**config.mk**
```make
export PLATFORM = sky130hd
export DESIGN_NAME = interference_check_channel_scan_flat
export DESIGN_NICKNAME = d
export VERILOG_FILES = /design/src/design/ics_pkg.sv /design/src/design/ics_if.sv /design/src/design/interference_check_channel_scan.sv /design/src/flat_wrapper.sv
export SDC_FILE = /design/constraint.sdc
export NUM_CORES = 1
export LEC_CHECK = 0
export ABC_CLOCK_PERIOD_IN_PS = 10630
export BUFFER_PORTS_ARGS = -buffer_cell sky130_fd_sc_hd__buf_2
export CORE_MARGIN = 2
export CORE_UTILIZATION = 45
export CTS_CLUSTER_DIAMETER = 100
export DETAILED_ROUTE_END_ITERATION = 10
export PLACE_DENSITY = 0.61
export SLEW_MARGIN = 10
export SYNTH_ARGS = -nofsm -noshare
export SYNTH_HDL_FRONTEND = slang
export SYNTH_SLANG_ARGS = --single-unit
```
**constraint.sdc**
```tcl
create_clock -name clk_i -period 10.63 [get_ports clk_i]
set_input_delay 2.126 -clock clk_i [delete_from_list [all_inputs] [get_ports clk_i]]
set_output_delay 2.126 -clock clk_i [all_outputs]
set_load 0.02 [all_outputs]
```
**src/design/ics_pkg.sv**
```systemverilog
// Package for the interference check / channel scan sequencer.
// Types, codes and constants shared by the interfaces, the top level and the checker.
package ics_pkg;

  localparam int NUM_CHANNELS = 4;
  localparam int SAMPLES      = 10;

  localparam int CH_W       = 2;
  localparam int RSSI_W     = 8;
  localparam int CNT_W      = 5;
  localparam int SUM_W      = 12;
  localparam int CFG_IDX_W  = 2;
  localparam int CFG_DATA_W = 8;

  localparam logic [CH_W:0]    NUM_CH_L  = (CH_W+1)'(NUM_CHANNELS);
  localparam logic [CNT_W-1:0] SAMPLES_L = CNT_W'(SAMPLES);
  localparam logic [CNT_W-1:0] CNT_MAX   = '1;

  // Truncating divide by SAMPLES through a reciprocal; exact for magnitudes below 2**SUM_W.
  localparam int DIV_SHIFT   = SUM_W + 4;
  localparam int DIV_RECIP_W = DIV_SHIFT + 1;
  localparam logic [DIV_RECIP_W-1:0] DIV_RECIP =
    DIV_RECIP_W'((2**DIV_SHIFT + SAMPLES - 1) / SAMPLES);
  localparam int PROD_W      = SUM_W + DIV_RECIP_W;

  localparam logic [CFG_IDX_W-1:0] REG_THRESHOLD  = CFG_IDX_W'(0);
  localparam logic [CFG_IDX_W-1:0] REG_RUN_NEEDED = CFG_IDX_W'(1);
  localparam logic [CFG_IDX_W-1:0] REG_WINDOW_LEN = CFG_IDX_W'(2);

  localparam logic signed [RSSI_W-1:0] THRESHOLD_RST  = -8'sd70;
  localparam logic [CNT_W-1:0]         RUN_NEEDED_RST = CNT_W'(3);
  localparam logic [CNT_W-1:0]         WINDOW_LEN_RST = CNT_W'(25);

  typedef enum logic [1:0] {
    FUNC_SAMPLE = 2'd0,
    FUNC_CHECK  = 2'd1,
    FUNC_SCAN   = 2'd2
  } func_e;

  typedef enum logic [1:0] {
    MODE_IDLE  = 2'd0,
    MODE_CHECK = 2'd1,
    MODE_SCAN  = 2'd2
  } mode_e;

  typedef struct packed {
    mode_e            phase;
    logic [CH_W-1:0]  tune_channel;
    logic             done_res;
    logic             aborted;
    logic             changed;
    logic [CH_W-1:0]  chosen_channel;
  } res_t;

  // Skip the operating channel when the scan excludes it.
  function automatic logic [CH_W:0] next_scan_chan(input logic [CH_W:0]   from,
                                                   input logic            excl,
                                                   input logic [CH_W-1:0] cur);
    logic [CH_W:0] c;
    c = from;
    if (excl && (c == {1'b0, cur})) begin
      c = c + 1'b1;
    end
    return c;
  endfunction

endpackage

```
**src/design/ics_if.sv**
```systemverilog
// Valid/ready channel interfaces for the sequencer's input and result items.
// Depends on ics_pkg.
interface ics_in_if import ics_pkg::*; ();
  logic                     valid;
  logic                     ready;
  logic [1:0]               func;
  logic signed [RSSI_W-1:0] rssi_dbm;
  logic                     busy_req;
  logic [CH_W-1:0]          start_channel;

  modport source (output valid, func, rssi_dbm, busy_req, start_channel, input ready);
  modport sink   (input valid, func, rssi_dbm, busy_req, start_channel, output ready);
endinterface

interface ics_out_if import ics_pkg::*; ();
  logic            valid;
  logic            ready;
  logic [1:0]      phase;
  logic [CH_W-1:0] tune_channel;
  logic            done_res;
  logic            aborted;
  logic            changed;
  logic [CH_W-1:0] chosen_channel;

  modport source (output valid, phase, tune_channel, done_res, aborted, changed,
                  chosen_channel, input ready);
  modport sink   (input valid, phase, tune_channel, done_res, aborted, changed,
                  chosen_channel, output ready);
endinterface

```
**src/design/interference_check_channel_scan.sv**
```systemverilog
// Top level of the interference check / channel scan sequencer.
// Depends on ics_pkg and the channel interfaces in ics_if.
//
// Takes one item per clock. Each item (RSSI sample or start command) updates the
// check/scan state in the cycle it is accepted and its result appears in the output
// register on the next cycle; the input stalls only while that register holds a
// result the sink has not taken. The longest path is the per-channel average at the
// last sample of a channel: one 12-bit add, one reciprocal multiply and a compare.
module interference_check_channel_scan import ics_pkg::*; (
  input  logic                  clk_i,
  input  logic                  rst_ni,
  ics_in_if.sink                in_i,
  ics_out_if.source             out_o,
  input  logic                  cfg_we_i,
  input  logic [CFG_IDX_W-1:0]  cfg_idx_i,
  input  logic [CFG_DATA_W-1:0] cfg_data_i
);

  logic signed [RSSI_W-1:0] thr_q;
  logic [CNT_W-1:0]         run_needed_q, window_len_q;

  mode_e                    mode_q, mode_d;
  logic                     excl_q, excl_d;
  logic [CH_W-1:0]          cur_q, cur_d;
  logic [CH_W-1:0]          idx_q, idx_d;
  logic [CNT_W-1:0]         cnt_q, cnt_d;
  logic signed [SUM_W-1:0]  sum_q, sum_d;
  logic signed [RSSI_W-1:0] best_avg_q, best_avg_d;
  logic [CH_W-1:0]          best_ch_q, best_ch_d;
  logic                     have_best_q, have_best_d;
  logic [CNT_W-1:0]         run_q, run_d;

  logic                     done_d, aborted_d, changed_d;
  res_t                     res_q, res_d;
  logic                     out_valid_q;

  logic                     in_ready, in_fire;
  logic signed [SUM_W-1:0]  sum_n;
  logic [CNT_W-1:0]         cnt_n, cnt_sat, run_sat;
  logic [CH_W:0]            idx_w;
  logic                     take;

  logic                     sum_neg;
  logic [SUM_W-1:0]         sum_mag;
  logic [PROD_W-1:0]        prod;
  logic [RSSI_W-1:0]        quot;
  logic signed [RSSI_W-1:0] avg;

  assign in_ready   = !out_valid_q || out_o.ready;
  assign in_fire    = in_i.valid && in_ready;
  assign in_i.ready = in_ready;

  // Running channel sum with this sample, and its average truncated toward zero.
  assign sum_n   = sum_q + {{(SUM_W-RSSI_W){in_i.rssi_dbm[RSSI_W-1]}}, in_i.rssi_dbm};
  assign sum_neg = sum_n[SUM_W-1];
  assign sum_mag = sum_neg ? SUM_W'(-sum_n) : SUM_W'(sum_n);
  assign prod    = PROD_W'(sum_mag) * PROD_W'(DIV_RECIP);
  assign quot    = prod[DIV_SHIFT +: RSSI_W];
  assign avg     = sum_neg ? RSSI_W'(-quot) : RSSI_W'(quot);

  assign cnt_n   = cnt_q + 1'b1;
  assign cnt_sat = (cnt_q == CNT_MAX) ? cnt_q : cnt_n;
  assign run_sat = (run_q == CNT_MAX) ? run_q : run_q + 1'b1;
  assign take    = !have_best_q || (excl_q ? (avg <= best_avg_q) : (avg < best_avg_q));

  // Next state
  always_comb begin
    mode_d      = mode_q;
    excl_d      = excl_q;
    cur_d       = cur_q;
    idx_d       = idx_q;
    cnt_d       = cnt_q;
    sum_d       = sum_q;
    best_avg_d  = best_avg_q;
    best_ch_d   = best_ch_q;
    have_best_d = have_best_q;
    run_d       = run_q;
    done_d      = 1'b0;
    aborted_d   = 1'b0;
    changed_d   = 1'b0;
    idx_w       = '0;
    if (in_fire) begin
      unique case (func_e'(in_i.func))
        FUNC_CHECK: begin
          mode_d = MODE_CHECK;
          cnt_d  = '0;
          run_d  = '0;
        end
        FUNC_SCAN: begin
          cur_d       = ({1'b0, in_i.start_channel} < NUM_CH_L) ? in_i.start_channel : '0;
          mode_d      = MODE_SCAN;
          excl_d      = 1'b0;
          idx_w       = next_scan_chan('0, 1'b0, cur_d);
          idx_d       = idx_w[CH_W-1:0];
          cnt_d       = '0;
          sum_d       = '0;
          best_avg_d  = '0;
          best_ch_d   = '0;
          have_best_d = 1'b0;
        end
        FUNC_SAMPLE: begin
          if (mode_q != MODE_IDLE) begin
            if (in_i.busy_req) begin
              mode_d    = MODE_IDLE;
              done_d    = 1'b1;
              aborted_d = 1'b1;
            end else if (mode_q == MODE_CHECK) begin
              cnt_d = cnt_sat;
              if (in_i.rssi_dbm > thr_q) begin
                run_d = run_sat;
                if (run_sat >= run_needed_q) begin
                  // interference run found: scan the other channels
                  mode_d      = MODE_SCAN;
                  excl_d      = 1'b1;
                  idx_w       = next_scan_chan('0, 1'b1, cur_q);
                  idx_d       = idx_w[CH_W-1:0];
                  cnt_d       = '0;
                  sum_d       = '0;
                  best_avg_d  = '0;
                  best_ch_d   = '0;
                  have_best_d = 1'b0;
                end
              end else begin
                run_d = '0;
              end
              if (mode_d == MODE_CHECK && cnt_sat >= window_len_q) begin
                mode_d = MODE_IDLE;
                done_d = 1'b1;
              end
            end else begin
              if (cnt_n >= SAMPLES_L) begin
                if (take) begin
                  best_avg_d  = avg;
                  best_ch_d   = idx_q;
                  have_best_d = 1'b1;
                end
                sum_d = '0;
                cnt_d = '0;
                idx_w = next_scan_chan({1'b0, idx_q} + 1'b1, excl_q, cur_q);
                if (idx_w >= NUM_CH_L) begin
                  if (have_best_d) begin
                    cur_d     = best_ch_d;
                    changed_d = 1'b1;
                  end
                  idx_d  = '0;
                  mode_d = MODE_IDLE;
                  done_d = 1'b1;
                end else begin
                  idx_d = idx_w[CH_W-1:0];
                end
              end else begin
                sum_d = sum_n;
                cnt_d = cnt_n;
              end
            end
          end
        end
        default: ;
      endcase
    end
  end

  // Result fields
  always_comb begin
    res_d.phase          = mode_d;
    res_d.tune_channel   = (mode_d == MODE_SCAN) ? idx_d : cur_d;
    res_d.done_res       = done_d;
    res_d.aborted        = aborted_d;
    res_d.changed        = changed_d;
    res_d.chosen_channel = cur_d;
  end

  always_ff @(posedge clk_i or negedge rst_ni) begin
    if (!rst_ni) begin
      thr_q        <= THRESHOLD_RST;
      run_needed_q <= RUN_NEEDED_RST;
      window_len_q <= WINDOW_LEN_RST;
    end else if (cfg_we_i) begin
      unique case (cfg_idx_i)
        REG_THRESHOLD:  thr_q        <= cfg_data_i;
        REG_RUN_NEEDED: run_needed_q <= cfg_data_i[CNT_W-1:0];
        REG_WINDOW_LEN: window_len_q <= cfg_data_i[CNT_W-1:0];
        default: ;
      endcase
    end
  end

  always_ff @(posedge clk_i or negedge rst_ni) begin
    if (!rst_ni) begin
      mode_q      <= MODE_IDLE;
      excl_q      <= 1'b0;
      cur_q       <= '0;
      idx_q       <= '0;
      cnt_q       <= '0;
      sum_q       <= '0;
      best_avg_q  <= '0;
      best_ch_q   <= '0;
      have_best_q <= 1'b0;
      run_q       <= '0;
      out_valid_q <= 1'b0;
    end else begin
      mode_q      <= mode_d;
      excl_q      <= excl_d;
      cur_q       <= cur_d;
      idx_q       <= idx_d;
      cnt_q       <= cnt_d;
      sum_q       <= sum_d;
      best_avg_q  <= best_avg_d;
      best_ch_q   <= best_ch_d;
      have_best_q <= have_best_d;
      run_q       <= run_d;
      if (in_fire) begin
        out_valid_q <= 1'b1;
      end else if (out_o.ready) begin
        out_valid_q <= 1'b0;
      end
    end
  end

  always_ff @(posedge clk_i) begin
    if (in_fire) begin
      res_q <= res_d;
    end
  end

  assign out_o.valid          = out_valid_q;
  assign out_o.phase          = res_q.phase;
  assign out_o.tune_channel   = res_q.tune_channel;
  assign out_o.done_res       = res_q.done_res;
  assign out_o.aborted        = res_q.aborted;
  assign out_o.changed        = res_q.changed;
  assign out_o.chosen_channel = res_q.chosen_channel;

endmodule

```
**src/flat_wrapper.sv**
```systemverilog
// flat-port wrapper written by rule: the top's interface ports become plain ports
module interference_check_channel_scan_flat import ics_pkg::*;
  (clk_i, rst_ni, cfg_we_i, cfg_idx_i, cfg_data_i, in_i_valid, in_i_func, in_i_rssi_dbm, in_i_busy_req, in_i_start_channel, in_i_ready, out_o_valid, out_o_phase, out_o_tune_channel, out_o_done_res, out_o_aborted, out_o_changed, out_o_chosen_channel, out_o_ready);
  ics_in_if in_i_i ();
  ics_out_if out_o_i ();
  input  logic clk_i;
  input  logic rst_ni;
  input  logic cfg_we_i;
  input  logic [CFG_IDX_W-1:0] cfg_idx_i;
  input  logic [CFG_DATA_W-1:0] cfg_data_i;
  input wire logic [$bits(in_i_i.valid)-1:0] in_i_valid;
  input wire logic [$bits(in_i_i.func)-1:0] in_i_func;
  input wire logic [$bits(in_i_i.rssi_dbm)-1:0] in_i_rssi_dbm;
  input wire logic [$bits(in_i_i.busy_req)-1:0] in_i_busy_req;
  input wire logic [$bits(in_i_i.start_channel)-1:0] in_i_start_channel;
  output wire logic [$bits(in_i_i.ready)-1:0] in_i_ready;
  output wire logic [$bits(out_o_i.valid)-1:0] out_o_valid;
  output wire logic [$bits(out_o_i.phase)-1:0] out_o_phase;
  output wire logic [$bits(out_o_i.tune_channel)-1:0] out_o_tune_channel;
  output wire logic [$bits(out_o_i.done_res)-1:0] out_o_done_res;
  output wire logic [$bits(out_o_i.aborted)-1:0] out_o_aborted;
  output wire logic [$bits(out_o_i.changed)-1:0] out_o_changed;
  output wire logic [$bits(out_o_i.chosen_channel)-1:0] out_o_chosen_channel;
  input wire logic [$bits(out_o_i.ready)-1:0] out_o_ready;
  assign in_i_i.valid = in_i_valid;
  assign in_i_i.func = in_i_func;
  assign in_i_i.rssi_dbm = in_i_rssi_dbm;
  assign in_i_i.busy_req = in_i_busy_req;
  assign in_i_i.start_channel = in_i_start_channel;
  assign in_i_ready = in_i_i.ready;
  assign out_o_valid = out_o_i.valid;
  assign out_o_phase = out_o_i.phase;
  assign out_o_tune_channel = out_o_i.tune_channel;
  assign out_o_done_res = out_o_i.done_res;
  assign out_o_aborted = out_o_i.aborted;
  assign out_o_changed = out_o_i.changed;
  assign out_o_chosen_channel = out_o_i.chosen_channel;
  assign out_o_i.ready = out_o_ready;
  interference_check_channel_scan u_core (.clk_i(clk_i), .rst_ni(rst_ni), .in_i(in_i_i), .out_o(out_o_i), .cfg_we_i(cfg_we_i), .cfg_idx_i(cfg_idx_i), .cfg_data_i(cfg_data_i));
endmodule
```
* After elaboration in Yosys (flattened, before gate mapping)
Index checks and enable logic that the tools add are counted.
Widths: inputs -> output; s select.
** Cells by class
- Add/sub/neg operators :: 7
- Multipliers :: 1
- Magnitude comparators :: 7
- Equality and inequality tests :: 19
- Multiplexer cells :: 110
- Bitwise gates (word level) :: 4
- Reduce and logical (&&, ||, !) cells :: 27
** Operators with widths (number)
- $mux 12 :: 7
- $mux 2 :: 37
- $mux 8 :: 8
- $mux 5 :: 12
- $mux 1 :: 29
- $pmux 12 s2 :: 1
- $mul 12x12->23 const B :: 1
- $mux 3 :: 7
- $pmux 5 s2 :: 2
- $pmux 8 s2 :: 1
- $reduce_and 7->1 :: 2
- $add 12x12->12 :: 1
- $neg 12->12 :: 1
- $pmux 2 s2 :: 3
- $add 5x1->5 const B :: 2
- $eq 5x5->1 const B :: 2
- $ge 5x5->1 :: 2
- $reduce_bool 2->1 :: 5
- $eq 2x1->1 const B :: 4
- $gt 8x8->1 :: 1
- $le 8x8->1 :: 1
- $lt 8x8->1 :: 1
- $ne 2x1->1 const B :: 4
- $neg 8->8 :: 1
- 23 further kinds :: 40
** Word-level totals
- Bits in registers :: 68
- Input bits :: 28
- Output and inout bits :: 11

* Logic depth before layout (Yosys ltp)
- Depth after elaboration :: 25
- Gate-level depth with buffers :: 39
- Mapped depth without buffers :: 39

* Worst setup path before layout
OpenSTA, ideal clock, no wires.
- Path type :: input to register
- Start :: input port in_i_rssi_dbm[1]
- End :: register u_core.best_avg_q[0]
- Library setup time :: 0.067 ns
- Data arrival time :: 10.640 ns
- Data required time :: 10.563 ns
- Path slack :: -0.077 ns
- Cell stages on the path :: 37
- Buffers on the path :: 1
- Path through :: ha_1 > a21oi_1 > o21ai_1 > o41a_1 > o2bb2ai_1 > o41a_1 > xor2_1 > clkbuf_1 > nand2_1 > xnor2_1 > ha_1 > inv_1 > fa_1 > inv_1 > fa_1 > fa_1 > inv_1 > fa_1 > inv_1 > ha_1 > a21o_1 > a21o_2 > a221o_1 > xor2_1 > inv_1 > ha_1 > nand2_1 > o21ai_0 > ha_1 > nor2b_1 > o21a_1 > o21a_1 > o21ai_0 > a21oi_1 > o21ai_1 > nor4b_2 > a22o_2
** Between the ends
- Cells in the longest elaborated chain, start to end :: 12
- Elaborated cells on any way between the ends :: 20
- Classes of those cells :: 3 x add/sub; 1 x mul; 3 x order compare; 2 x eq/ne; 9 x mux; 2 x reduce/logical
** RTL lines
- start: declaration :: line flat_wrapper.sv:13 : input wire logic [$bits(in_i_i.rssi_dbm)-1:0] in_i_rssi_dbm;
- branches (longest 12 deep; another with $mul 12x12->23)
- end signal: assignment :: line interference_check_channel_scan.sv:208 : best_avg_q <= best_avg_d;
- end: declaration :: line interference_check_channel_scan.sv:28 : logic signed [RSSI_W-1:0] best_avg_q, best_avg_d;
Parallel ways; which one is timed is not known. The select of a mux whose other input is x is not followed.
A chain may end at the register's enable or synchronous reset.

==> metrics <==
slowest CP cell=fa_1; CP bufs+invs=6; CTS Buffer Depth=2; Layout area overhead=23.3%; Die Area=17,100 sq um; fill count=1,437; CP Launch Type=input port; Ports=39; synthesized area per cell=9.37 sq um; DP HPWL=12,800 microns; Overflow after GRT=0; Max Slew Vio Count=0; layout cells sized above 1=0.254; initial antenna violation count=0; Detail Route Antenna Nets=0; Final Hold Viols=0; Nets=1,081; Port Buffer Count=38; fin cells=1,108; Post-synth EDFFs=9; setup violators final=0; Synth Instances=770; Worst-path clk slew=0.06 ns; global-route total usage across every layer=0.190; Register Area=1760 sq um; cts bufs inserted=9; later-pin clock latency in the skew report=0.33 ns; CP Capture Type=register; max-capacitance violation count=0; first-pass GRT wire length=26,200 microns; placed insts=1,080; Slew HR=0.369; Diodes inserted=0; critical path type=input port to register; Initial Util=0.457; vias in the first global route=5,791; asr flop ratio synth=0.868; pin count of the biggest net entering global routing=60; critical path peak fanout=3; Least-Margin Pin Slew=0.943 ns; Rows=46; most used cell, CP=inv_1; Net Count, Synth=964; core region area=15,800 sq um; CTS tree=done; Synth Warn #=0; status=finished clean; WL final=16,400 microns; Yosys reg bits=68; Fmax=96.9 MHz; Num Clock Sinks=68; register area share after synthesis=0.244; clk root buf=clkbuf_16; CP delay by family, top=adder cells; drc violations=0; area of the multi-input gates=5260 sq um; Crit path required time=10.71 ns; synth unique cells=63; worst hold slack=0.507 ns; Worst Hold Class=register to register; DRT Pass-1 Iters=4; gpl congestion=0.864; Die Span Y=131 microns; WL/cell=14.8 microns; Critical Path AT=10.40 ns; CP peak stage delay=0.55 ns; Die X=131 microns; ys flop type=dfrtp_1; vias per cell=5.28; period utilization=0.971; DR iter-0 viols=235; H-tree depth=3; Mapped Area=7210 sq um; Via Count=5,852; minimum clock period=10.32 ns; Worst Skew=0.00728 ns
==> stage by stage <==
stage	area (sq um)	setup slack [ns]	setup TNS [ns]	utilization
6_report	8900	0.311	0	0.564
5_1_grt	8900	-0.0288	-0.0514	0.564
4_1_cts	8460	0.0383	0	0.536
3_5_place_dp	8150	-0.229	-2.00	0.517
3_3_place_gp	8150	-0.110	-0.550	0.517
2_1_floorplan	7230	0.0481	0	-
==> layout by cell type, fill, tap and decap left out, types with 7 or more instances in the layout <==
cell type	n
xnor2_2	7
a21o_1	12
nand2_1	45
ha_1	115
dfrtp_1	49
buf_2	38
buf_4	77
edfxtp_1	9
clkbuf_16	9
xnor2_1	30
o21a_1	7
xor2_1	8
nand3_1	7
a31oi_1	8
nor2_1	38
a22o_1	19
mux2_2	14
a21oi_1	28
a21oi_2	7
nor3_1	12
dfstp_2	10
inv_1	137
fa_1	38
nand2b_1	10
o21ai_0	24
ha_4	9
nor2b_1	7
==> flip-flops by register name, summed over array words and instances, names as in the netlist, 5 cells and up <==
register / count
u_core.sum_q: 12
u_core.best_avg_q: 8
u_core.thr_q: 8
u_core.cnt_q: 5
u_core.run_needed_q: 5
u_core.run_q: 5
u_core.window_len_q: 5
==> what timing repair did <==
item                       4_1_cts  5_1_grt
hold buffers                     0        0
setup endpoints to repair        0       16
hold endpoints to repair         0        0
buffers inserted                 0       12
resized for setup                0       67
==> routing by layer <==
metal / wire (microns) / up-vias / track usage
met5: 0 / - / 0
met4: 252 / 0 / 0.0576
met3: 509 / 27 / 0.0220
met2: 8340 / 122 / 0.338
met1: 7270 / 2826 / 0.244
li1: - / 2877 / -
==> cells in the mapped netlist, drive strengths merged (4+ instances only) <==
cell type | n | area share
xnor2 | 37 | 0.045
o21ai | 36 | 0.025
dfrtp | 49 | 0.17
edfxtp | 9 | 0.037
a22o | 20 | 0.024
dfstp | 10 | 0.036
a21o | 13 | 0.014
nand4 | 5 | 0.0043
fa | 39 | 0.11
mux2 | 14 | 0.022
a32o | 4 | 0.0055
nand2 | 47 | 0.024
a31oi | 10 | 0.0087
o21a | 7 | 0.0073
nand2b | 10 | 0.0087
nor3 | 15 | 0.010
ha | 127 | 0.22
xor2 | 12 | 0.015
nand3 | 7 | 0.0049
or2 | 6 | 0.0052
a21oi | 36 | 0.025
nand3b | 4 | 0.0042
inv | 137 | 0.071
clkbuf | 9 | 0.0047
nor2b | 7 | 0.0061
a211oi | 8 | 0.010
o22ai | 4 | 0.0035
nor2 | 40 | 0.021
==> cell families (layout without fill, tap and decap cells) <==
group | Yosys count | count (layout) | share of synthesized area
adder cells (fa/ha/maj) | 166 | 166 | 0.328
AO/OA/AOI/OAI | 161 | 161 | 0.154
AND/OR/NAND/NOR | 161 | 161 | 0.111
buffers and inverters | 148 | 270 | 0.0777
flip-flops | 68 | 68 | 0.244
XOR/XNOR | 49 | 49 | 0.0595
multiplexers | 17 | 17 | 0.0260
==> path summary, 6_finish.rpt <==
check | startpoint | to | slack (ns) | depth (start not counted)
max | in_i_rssi_dbm[1] | u_core.out_o.tune_channel[1] | 0.31 | 38
min | u_core.sum_q[9] | u_core.sum_q[9] | 0.51 | 1
max in group asynchronous | rst_ni | u_core.out_o.valid | 8.16 | 2
min reg2reg | u_core.sum_q[9] | u_core.sum_q[9] | 0.51 | 1
min in group asynchronous | rst_ni | u_core.best_avg_q[7] | 1.94 | 2
max reg2reg | u_core.sum_q[1] | u_core.out_o.tune_channel[1] | 1.80 | 37
==> area by class of cell <==
type	instances	share of cell area
repair buffers	117	0.0889
well taps	216	0.0304
multi-input cells	554	0.591
inverters	137	0.0578
clock buffers	11	0.0273
flip-flops and latches	68	0.198
clock inverters	5	0.00689
Power is left out: the tool's default activity adds up to more than one toggle a clock period on the data nets, which glitch-free logic cannot reach.
